$ cat config.mk
export PLATFORM = sky130hd
export DESIGN_NAME = sorted_priority_queue
export DESIGN_NICKNAME = d
export VERILOG_FILES = /design/src/rtl/spq_pkg.sv /design/src/rtl/sorted_priority_queue.sv /design/src/rtl/spq_cell.sv
export SDC_FILE = /design/constraint.sdc
export NUM_CORES = 2
export LEC_CHECK = 0
export BUFFER_PORTS_ARGS = -buffer_cell sky130_fd_sc_hd__buf_4
export CAP_MARGIN = 15
export CORE_MARGIN = 8
export CORE_UTILIZATION = 35
export DETAILED_ROUTE_END_ITERATION = 8
export PLACE_DENSITY = 0.53
export SYNTH_ARGS = -nofsm -noshare
export SYNTH_HDL_FRONTEND = slang
export SYNTH_SLANG_ARGS = --single-unit
$ cat constraint.sdc
create_clock -name clk_i -period 5.55 [get_ports clk_i]
set_input_delay 0.8325 -clock clk_i [delete_from_list [all_inputs] [get_ports clk_i]]
set_output_delay 0.8325 -clock clk_i [all_outputs]
set_load 0.01 [all_outputs]
$ cat src/rtl/spq_pkg.sv
// Shared types and constants for the sorted priority queue.
`timescale 1ns / 1ps

package spq_pkg;

  localparam int DefCapacity   = 16;
  localparam int DefPrioBits   = 8;
  localparam int ValueW        = 32;
  localparam int InPrioW       = 8;
  localparam int StatusW       = 2;
  localparam int OccW          = 5;

  localparam logic CMD_INSERT = 1'b0;
  localparam logic CMD_REMOVE = 1'b1;

  localparam logic [StatusW-1:0] ST_OK    = 2'd0;
  localparam logic [StatusW-1:0] ST_UNDER = 2'd1;
  localparam logic [StatusW-1:0] ST_OVER  = 2'd2;

  typedef struct packed {
    logic                     command;
    logic signed [ValueW-1:0] item_value;
    logic [InPrioW-1:0]       item_priority;
  } in_t;

  typedef struct packed {
    logic [StatusW-1:0]       status;
    logic                     out_valid;
    logic signed [ValueW-1:0] out_value;
    logic [InPrioW-1:0]       out_priority;
    logic [OccW-1:0]          occupancy;
  } out_t;

  // Per-cycle command broadcast to every cell of the row.
  typedef struct packed {
    logic ins;
    logic rem;
  } ctrl_t;

endpackage

$ cat src/rtl/sorted_priority_queue.sv
// Top level of the sorted priority queue: row of cells, count and result register.
`timescale 1ns / 1ps
//
// Usage:
//   Input channel (in_valid_i / in_ready_o / in_data_i) carries a command:
//   insert a (value, priority) pair, or remove the front pair. Every
//   accepted command yields exactly one result transfer on the output
//   channel (out_valid_o / out_ready_i / out_data_o) holding status,
//   the removed pair (on a good remove) and the occupancy after the step.
//   Pairs are kept in ascending priority order; equal priorities leave in
//   arrival order. Remove on empty reports underflow, insert on full is
//   dropped and reports overflow.
//   Latency: the result appears the cycle after the input transfer.
//   Throughput: one command per cycle unless a held result stalls input;
//   every cell of the row updates together, so the cell update sets the rate.
//   Stall: a held result blocks new input only while out_ready_i is low;
//   input is taken in the same cycle the pending result is taken.
//   Reset: the queue comes up empty with no result pending.
//
module sorted_priority_queue #(
  parameter int CAPACITY      = spq_pkg::DefCapacity,
  parameter int PRIORITY_BITS = spq_pkg::DefPrioBits
) (
  input  logic          clk_i,
  input  logic          rst_ni,
  input  logic          in_valid_i,
  output logic          in_ready_o,
  input  spq_pkg::in_t  in_data_i,
  output logic          out_valid_o,
  input  logic          out_ready_i,
  output spq_pkg::out_t out_data_o
);
  import spq_pkg::*;

  localparam int CntW  = $clog2(CAPACITY + 1);
  localparam int KeepW = (PRIORITY_BITS < InPrioW) ? PRIORITY_BITS : InPrioW;
  localparam int OccKW = (CntW < OccW) ? CntW : OccW;

  logic [CntW-1:0] count_q, count_d;
  logic            out_valid_q;
  out_t            out_q, out_d;

  logic                     accept, is_ins, full, empty;
  ctrl_t                    ctrl;
  logic [PRIORITY_BITS-1:0] new_prio;

  logic                     stay  [CAPACITY];
  logic signed [ValueW-1:0] value [CAPACITY];
  logic [PRIORITY_BITS-1:0] prio  [CAPACITY];

  assign in_ready_o = !out_valid_q || out_ready_i;
  assign accept     = in_valid_i && in_ready_o;
  assign is_ins     = (in_data_i.command == CMD_INSERT);
  assign full       = (count_q == CntW'(CAPACITY));
  assign empty      = (count_q == '0);
  assign ctrl.ins   = accept && is_ins && !full;
  assign ctrl.rem   = accept && !is_ins && !empty;

  always_comb begin
    new_prio = '0;
    new_prio[KeepW-1:0] = in_data_i.item_priority[KeepW-1:0];
  end

  for (genvar i = 0; i < CAPACITY; i++) begin : g_cell
    logic                     l_stay;
    logic signed [ValueW-1:0] l_value, r_value;
    logic [PRIORITY_BITS-1:0] l_prio, r_prio;

    if (i == 0) begin : g_head
      assign l_stay  = 1'b1;
      assign l_value = in_data_i.item_value;
      assign l_prio  = new_prio;
    end else begin : g_mid
      assign l_stay  = stay[i-1];
      assign l_value = value[i-1];
      assign l_prio  = prio[i-1];
    end

    if (i == CAPACITY - 1) begin : g_tail
      assign r_value = '0;
      assign r_prio  = '0;
    end else begin : g_body
      assign r_value = value[i+1];
      assign r_prio  = prio[i+1];
    end

    spq_cell #(
      .PRIORITY_BITS(PRIORITY_BITS)
    ) u_cell (
      .clk_i        (clk_i),
      .ctrl_i       (ctrl),
      .occ_i        (count_q > CntW'(i)),
      .new_value_i  (in_data_i.item_value),
      .new_prio_i   (new_prio),
      .left_stay_i  (l_stay),
      .left_value_i (l_value),
      .left_prio_i  (l_prio),
      .right_value_i(r_value),
      .right_prio_i (r_prio),
      .stay_o       (stay[i]),
      .value_o      (value[i]),
      .prio_o       (prio[i])
    );
  end

  always_comb begin
    count_d = count_q;
    if (ctrl.ins) begin
      count_d = count_q + CntW'(1);
    end else if (ctrl.rem) begin
      count_d = count_q - CntW'(1);
    end
  end

  always_comb begin
    out_d = '0;
    out_d.occupancy[OccKW-1:0] = count_d[OccKW-1:0];
    if (is_ins) begin
      out_d.status = full ? ST_OVER : ST_OK;
    end else if (empty) begin
      out_d.status = ST_UNDER;
    end else begin
      out_d.status    = ST_OK;
      out_d.out_valid = 1'b1;
      out_d.out_value = value[0];
      out_d.out_priority[KeepW-1:0] = prio[0][KeepW-1:0];
    end
  end

  always_ff @(posedge clk_i or negedge rst_ni) begin
    if (!rst_ni) begin
      count_q     <= '0;
      out_valid_q <= 1'b0;
    end else begin
      count_q <= count_d;
      if (accept) begin
        out_valid_q <= 1'b1;
      end else if (out_ready_i) begin
        out_valid_q <= 1'b0;
      end
    end
  end

  always_ff @(posedge clk_i) begin
    if (accept) begin
      out_q <= out_d;
    end
  end

  assign out_valid_o = out_valid_q;
  assign out_data_o  = out_q;

  a_count_range : assert property (@(posedge clk_i) disable iff (!rst_ni)
    count_q <= CntW'(CAPACITY))
    else $error("held count above capacity");

  a_result_follows : assert property (@(posedge clk_i) disable iff (!rst_ni)
    accept |=> out_valid_o)
    else $error("no result after input transfer");

  a_full_drop : assert property (@(posedge clk_i) disable iff (!rst_ni)
    (accept && is_ins && full) |=> (count_q == CntW'(CAPACITY)))
    else $error("overflow insert changed the queue");

  a_remove_count : assert property (@(posedge clk_i) disable iff (!rst_ni)
    ctrl.rem |=> (count_q == $past(count_q) - CntW'(1)))
    else $error("remove did not drop one pair");

  a_head_order : assert property (@(posedge clk_i) disable iff (!rst_ni)
    (count_q >= CntW'(2)) |-> (prio[0] <= prio[1]))
    else $error("front pair out of order");

endmodule

$ cat src/rtl/spq_cell.sv
// One slot of the sorted row: holds a pair and shifts left or right.
`timescale 1ns / 1ps

module spq_cell #(
  parameter int PRIORITY_BITS = spq_pkg::DefPrioBits
) (
  input  logic                              clk_i,
  input  spq_pkg::ctrl_t                    ctrl_i,
  input  logic                              occ_i,
  input  logic signed [spq_pkg::ValueW-1:0] new_value_i,
  input  logic [PRIORITY_BITS-1:0]          new_prio_i,
  input  logic                              left_stay_i,
  input  logic signed [spq_pkg::ValueW-1:0] left_value_i,
  input  logic [PRIORITY_BITS-1:0]          left_prio_i,
  input  logic signed [spq_pkg::ValueW-1:0] right_value_i,
  input  logic [PRIORITY_BITS-1:0]          right_prio_i,
  output logic                              stay_o,
  output logic signed [spq_pkg::ValueW-1:0] value_o,
  output logic [PRIORITY_BITS-1:0]          prio_o
);
  import spq_pkg::*;

  logic signed [ValueW-1:0] value_q, value_d;
  logic [PRIORITY_BITS-1:0] prio_q, prio_d;

  // Held pairs with priority <= new one stay put; they form a prefix.
  assign stay_o = occ_i && (prio_q <= new_prio_i);

  always_comb begin
    value_d = value_q;
    prio_d  = prio_q;
    if (ctrl_i.ins) begin
      if (!stay_o) begin
        if (left_stay_i) begin
          value_d = new_value_i;
          prio_d  = new_prio_i;
        end else begin
          value_d = left_value_i;
          prio_d  = left_prio_i;
        end
      end
    end else if (ctrl_i.rem) begin
      value_d = right_value_i;
      prio_d  = right_prio_i;
    end
  end

  always_ff @(posedge clk_i) begin
    value_q <= value_d;
    prio_q  <= prio_d;
  end

  assign value_o = value_q;
  assign prio_o  = prio_q;

endmodule

==> reports/summary.json <==
{
  "status": {"value": "complete, no violations"},
  "ff2ff_path_depth": {"value": 7},
  "min_period_over_period": {"value": 0.733},
  "detailedRoute.firstIterationViolations": {"value": 5243},
  "core_area": {"value": 0.119, "unit": "mm²"},
  "unrepaired_setup_endpoints_after_global_routing": {"value": "false"},
  "cp_slowest_cell": {"value": "sky130_fd_sc_hd__o21ai_4"},
  "syn_inst": {"value": 4314},
  "hp-start": {"value": "in_valid_i"},
  "syn-mean-instance-area": {"value": 9.74, "unit": "µm²"},
  "final_layout_size_suffix_gt1_frac": {"value": 0.104},
  "synth_simple_gate_area_frac": {"value": 0.188},
  "synth_async_sr_flop_share": {"value": 0.00865},
  "core.rowCount": {"value": 127},
  "synthesis.nets": {"value": 4493},
  "critical_path.max_fanout": {"value": 30},
  "reg2reg_slack": {"value": 1.48, "unit": "ns"},
  "synth-edff-count": {"value": 688},
  "clock_tree.buffer_depth": {"value": 3},
  "vdd_drop_max": {"value": 0.000293, "unit": "V"},
  "setup.worst_path.end_class": {"value": "flip-flop"},
  "drt_wirelength": {"value": 191000, "unit": "µm"},
  "worst_path_largest_cell_delay": {"value": 0.82, "unit": "ns"},
  "postCtsSetupBuffers": {"value": 0},
  "final_hold_violations": {"value": 0},
  "dp_worst_setup_slack": {"value": 1.09, "unit": "ns"},
  "grt_usage": {"value": 0.275},
  "hold_path_depth": {"value": 2},
  "yosys.area_share.adder": {"value": 0.0399},
  "worst_slew_pin_slew": {"value": 1.15, "unit": "ns"},
  "post_drt_via_cell_ratio": {"value": 6.88},
  "place.gp.congestion": {"value": 0.898},
  "yosys-mux-area-fraction": {"value": 0.0100},
  "first_global_vias": {"value": 37400},
  "grt_overflow": {"value": 0},
  "cap_viol_max_count": {"value": 0},
  "root_buffer": {"value": "sky130_fd_sc_hd__clkbuf_16"},
  "ant_nets": {"value": 0},
  "hold-path-endpoint": {"value": "out_valid_o"},
  "critPathMostFrequentCell": {"value": "sky130_fd_sc_hd__buf_4"},
  "detailedRoute.firstPassIterationCount": {"value": 5},
  "total_power": {"value": 19.9, "unit": "mW"},
  "areaGrowthSynthToFinish": {"value": 11.7, "unit": "%"},
  "grt_pass1_wl": {"value": 270000, "unit": "µm"},
  "setup.worst_path.class": {"value": "flip-flop to flip-flop"},
  "worst_hold_path_type": {"value": "input pin to flip-flop"},
  "fin_nets": {"value": 4233},
  "die_w": {"value": 362, "unit": "µm"},
  "share_of_synthesized_area_occupied_by_flip_flops_and_latches": {"value": 0.495},
  "synth_warnings": {"value": 0},
  "cts_buffers": {"value": 83},
  "total_via_count_after_detailed_routing": {"value": 39500},
  "port_buffers": {"value": 94},
  "share_of_the_synthesized_area_in_compound_gates_ao_oa_aoi_oai": {"value": 0.207},
  "power_per_unit_of_standard_cell_area": {"value": 425, "unit": "mW/mm²"},
  "p_leak": {"value": 16.4, "unit": "nW"},
  "largest_net_degree_at_the_start_of_global_routing": {"value": 204},
  "setup_viol": {"value": 0},
  "layout_setup_ws": {"value": 1.48, "unit": "ns"},
  "critical_path.reg2reg.startpoint": {"value": "count_q[1]"},
  "worst_r2r_end": {"value": "g_cell[0].u_cell.value_o[24]"},
  "cp-start-kind": {"value": "flip-flop"},
  "clock_tree.htree_level_count": {"value": 3},
  "ys_ff_latch": {"value": 694},
  "grt_antenna_before_repair": {"value": 6},
  "cts.clk_slew.worst_paths": {"value": 0.06, "unit": "ns"},
  "boundaryPins": {"value": 95},
  "ys_dominant_reg_cell": {"value": "sky130_fd_sc_hd__edfxtp_1"},
  "critical_path_arrival": {"value": 4.45, "unit": "ns"},
  "wl_per_cell": {"value": 33.3, "unit": "µm"},
  "netlist-cell-type-count": {"value": 47},
  "holdWs": {"value": 0.380, "unit": "ns"},
  "slew_viol_final": {"value": 0},
  "design.die.area": {"value": 0.131, "unit": "mm²"},
  "remaining_drc_errors": {"value": 0},
  "achievable-frequency": {"value": 246, "unit": "MHz"},
  "critPathRequiredTime": {"value": 5.93, "unit": "ns"},
  "syn-cell-area": {"value": 0.0420, "unit": "mm²"},
  "clkSinkCount": {"value": 694},
  "synth_top_family_by_area": {"value": "compound AO/OA/AOI/OAI gates"},
  "max_slew_margin": {"value": 0.233},
  "die-height": {"value": 362, "unit": "µm"},
  "clock_skew": {"value": 0.0258, "unit": "ns"},
  "crit_path_cell_trace": {"value": "inv_1 -> ha_1 -> and4bb_1 -> or3b_4 -> buf_4 -> o21ai_4 -> buf_4"},
  "fin_crit": {"value": 4.07, "unit": "ns"},
  "post-dp-hpwl": {"value": 124000, "unit": "µm"},
  "starting_utilization_of_the_core_area": {"value": 0.352},
  "cts_tree": {"value": "done"},
  "area_share_of_xor_xnor_cells_in_the_synthesized_design": {"value": 0.000834},
  "clk-insertion-delay-late": {"value": 0.68, "unit": "ns"}
}
[repair_timing]
action | CTS | global route
endpoints found under the hold margin | 6 | 0
gates resized for setup | 0 | 0
hold buffers | 1 | 0
[Yosys cell counts, drive strengths merged, types with 3 or more instances]
cell,number,area share
a21oi,129,0.015
xnor2,3,0.00063
and4,4,0.00083
nor3,14,0.0017
clkbuf,427,0.038
mux2i,42,0.010
a31oi,484,0.072
o211ai,13,0.0023
inv,27,0.0024
a211o,13,0.0027
nor2,506,0.045
a211oi,15,0.0027
and2,7,0.0010
nand2b,3,0.00045
ha,134,0.040
o21ai,53,0.0063
and3,120,0.018
buf,151,0.018
nor2b,30,0.0045
a21o,3,0.00054
o31a,3,0.00063
edfxtp,688,0.49
nand3,82,0.0098
o31ai,483,0.086
nand4,589,0.088
o2111ai,80,0.017
nand2,183,0.016
dfrtp,6,0.0036
[layout make-up]
class                           count  area [µm²]
Timing Repair Buffer              233        1900
Fill cell                       11900       72600
Sequential cell                   694       20800
Antenna cell                        1        2.50
Tap cell                         1612        2020
Multi-Input combinational cell   3014       19300
Inverter                           28         105
Clock buffer                      111        2250
Clock inverter                     42         518
[cell usage in the layout, fill, tap and decap left out, drive strengths merged, types with 13 or more instances in the layout]
cell type / Yosys / final
ha: 134 / 134
a31oi: 484 / 484
inv: 27 / 30
nor2b: 30 / 30
a211o: 13 / 13
edfxtp: 688 / 688
mux2i: 42 / 42
nor2: 506 / 506
clkbuf: 427 / 111
buf: 151 / 232
o21ai: 53 / 53
nor3: 14 / 14
o2111ai: 80 / 80
o211ai: 13 / 13
o31ai: 483 / 483
a211oi: 15 / 15
and3: 120 / 120
a21oi: 129 / 129
nand2: 183 / 183
nand3: 82 / 82
clkinv: 1 / 27
nand4: 589 / 589
[routing by layer]
metal	vias up	part of all wire	GRT usage
met2	2425	0.44	0.414
met3	582	0.11	0.0852
met4	6	0.066	0.153
met5	-	0.0011	0.00999
li1	16800	-	-
met1	19700	0.39	0.350
[critical path: cells and delay by family, from the launching register on]
family / cells / cell delay [ns]
buffers and inverters: 3 / 0.81
adder cells (fa/ha/maj): 1 / 0.35
AO/OA/AOI/OAI: 1 / 0.82
AND/OR/NAND/NOR: 2 / 0.98
flip-flops: 1 / 0.73
[logic make-up after synthesis]
logic type | count (synthesis)
buffers and inverters | 606
and+or+nand+nor | 1551
AOI/OAI and AO/OA | 1283
muxes | 42
adders and majority gates | 134
DFF | 694
xor gates and xnor gates | 4
[stage by stage]
step | cell area, µm² | cells | utilization | TNS, ns
3_5_place_dp | 44100 | 5580 | 0.369 | 0
2_1_floorplan | 42000 | 4314 | - | -101.01
4_1_cts | 46900 | 5734 | 0.393 | 0
5_1_grt | 46900 | 5734 | 0.393 | 0
3_3_place_gp | 44100 | 5580 | 0.369 | 0
6_report | 46900 | 5735 | 0.393 | 0
[flip-flops by register name (all words and copies together), names as in the netlist]
signal and count:
g_cell.u_cell.prio_o 128, count_q 5, g_cell.u_cell.value_o 512, out_valid_o 1, out_data_o 48
[report_power, final]
group	switching (mW)	internal (mW)	leakage, nW
Sequential	0.780	6.82	6.51
Combinational	4.68	1.88	8.50
Clock	2.40	3.37	1.34
Total	7.86	12.1	16.4
[how the worst max path moves through the flow]
stage	start	end	slack, ns
after detailed placement	in_data_i[5]	g_cell[4].u_cell.value_o[15]	1.09
final	count_q[1]	g_cell[0].u_cell.value_o[24]	1.48
after global routing	count_q[1]	g_cell[0].u_cell.value_o[24]	1.34
after global placement	in_data_i[5]	g_cell[4].u_cell.value_o[17]	1.15
after CTS	count_q[1]	g_cell[0].u_cell.value_o[21]	1.48
after floorplan	out_ready_i	g_cell[12].u_cell.prio_o[0]	-0.84
(Power assumes the default switching activity.)
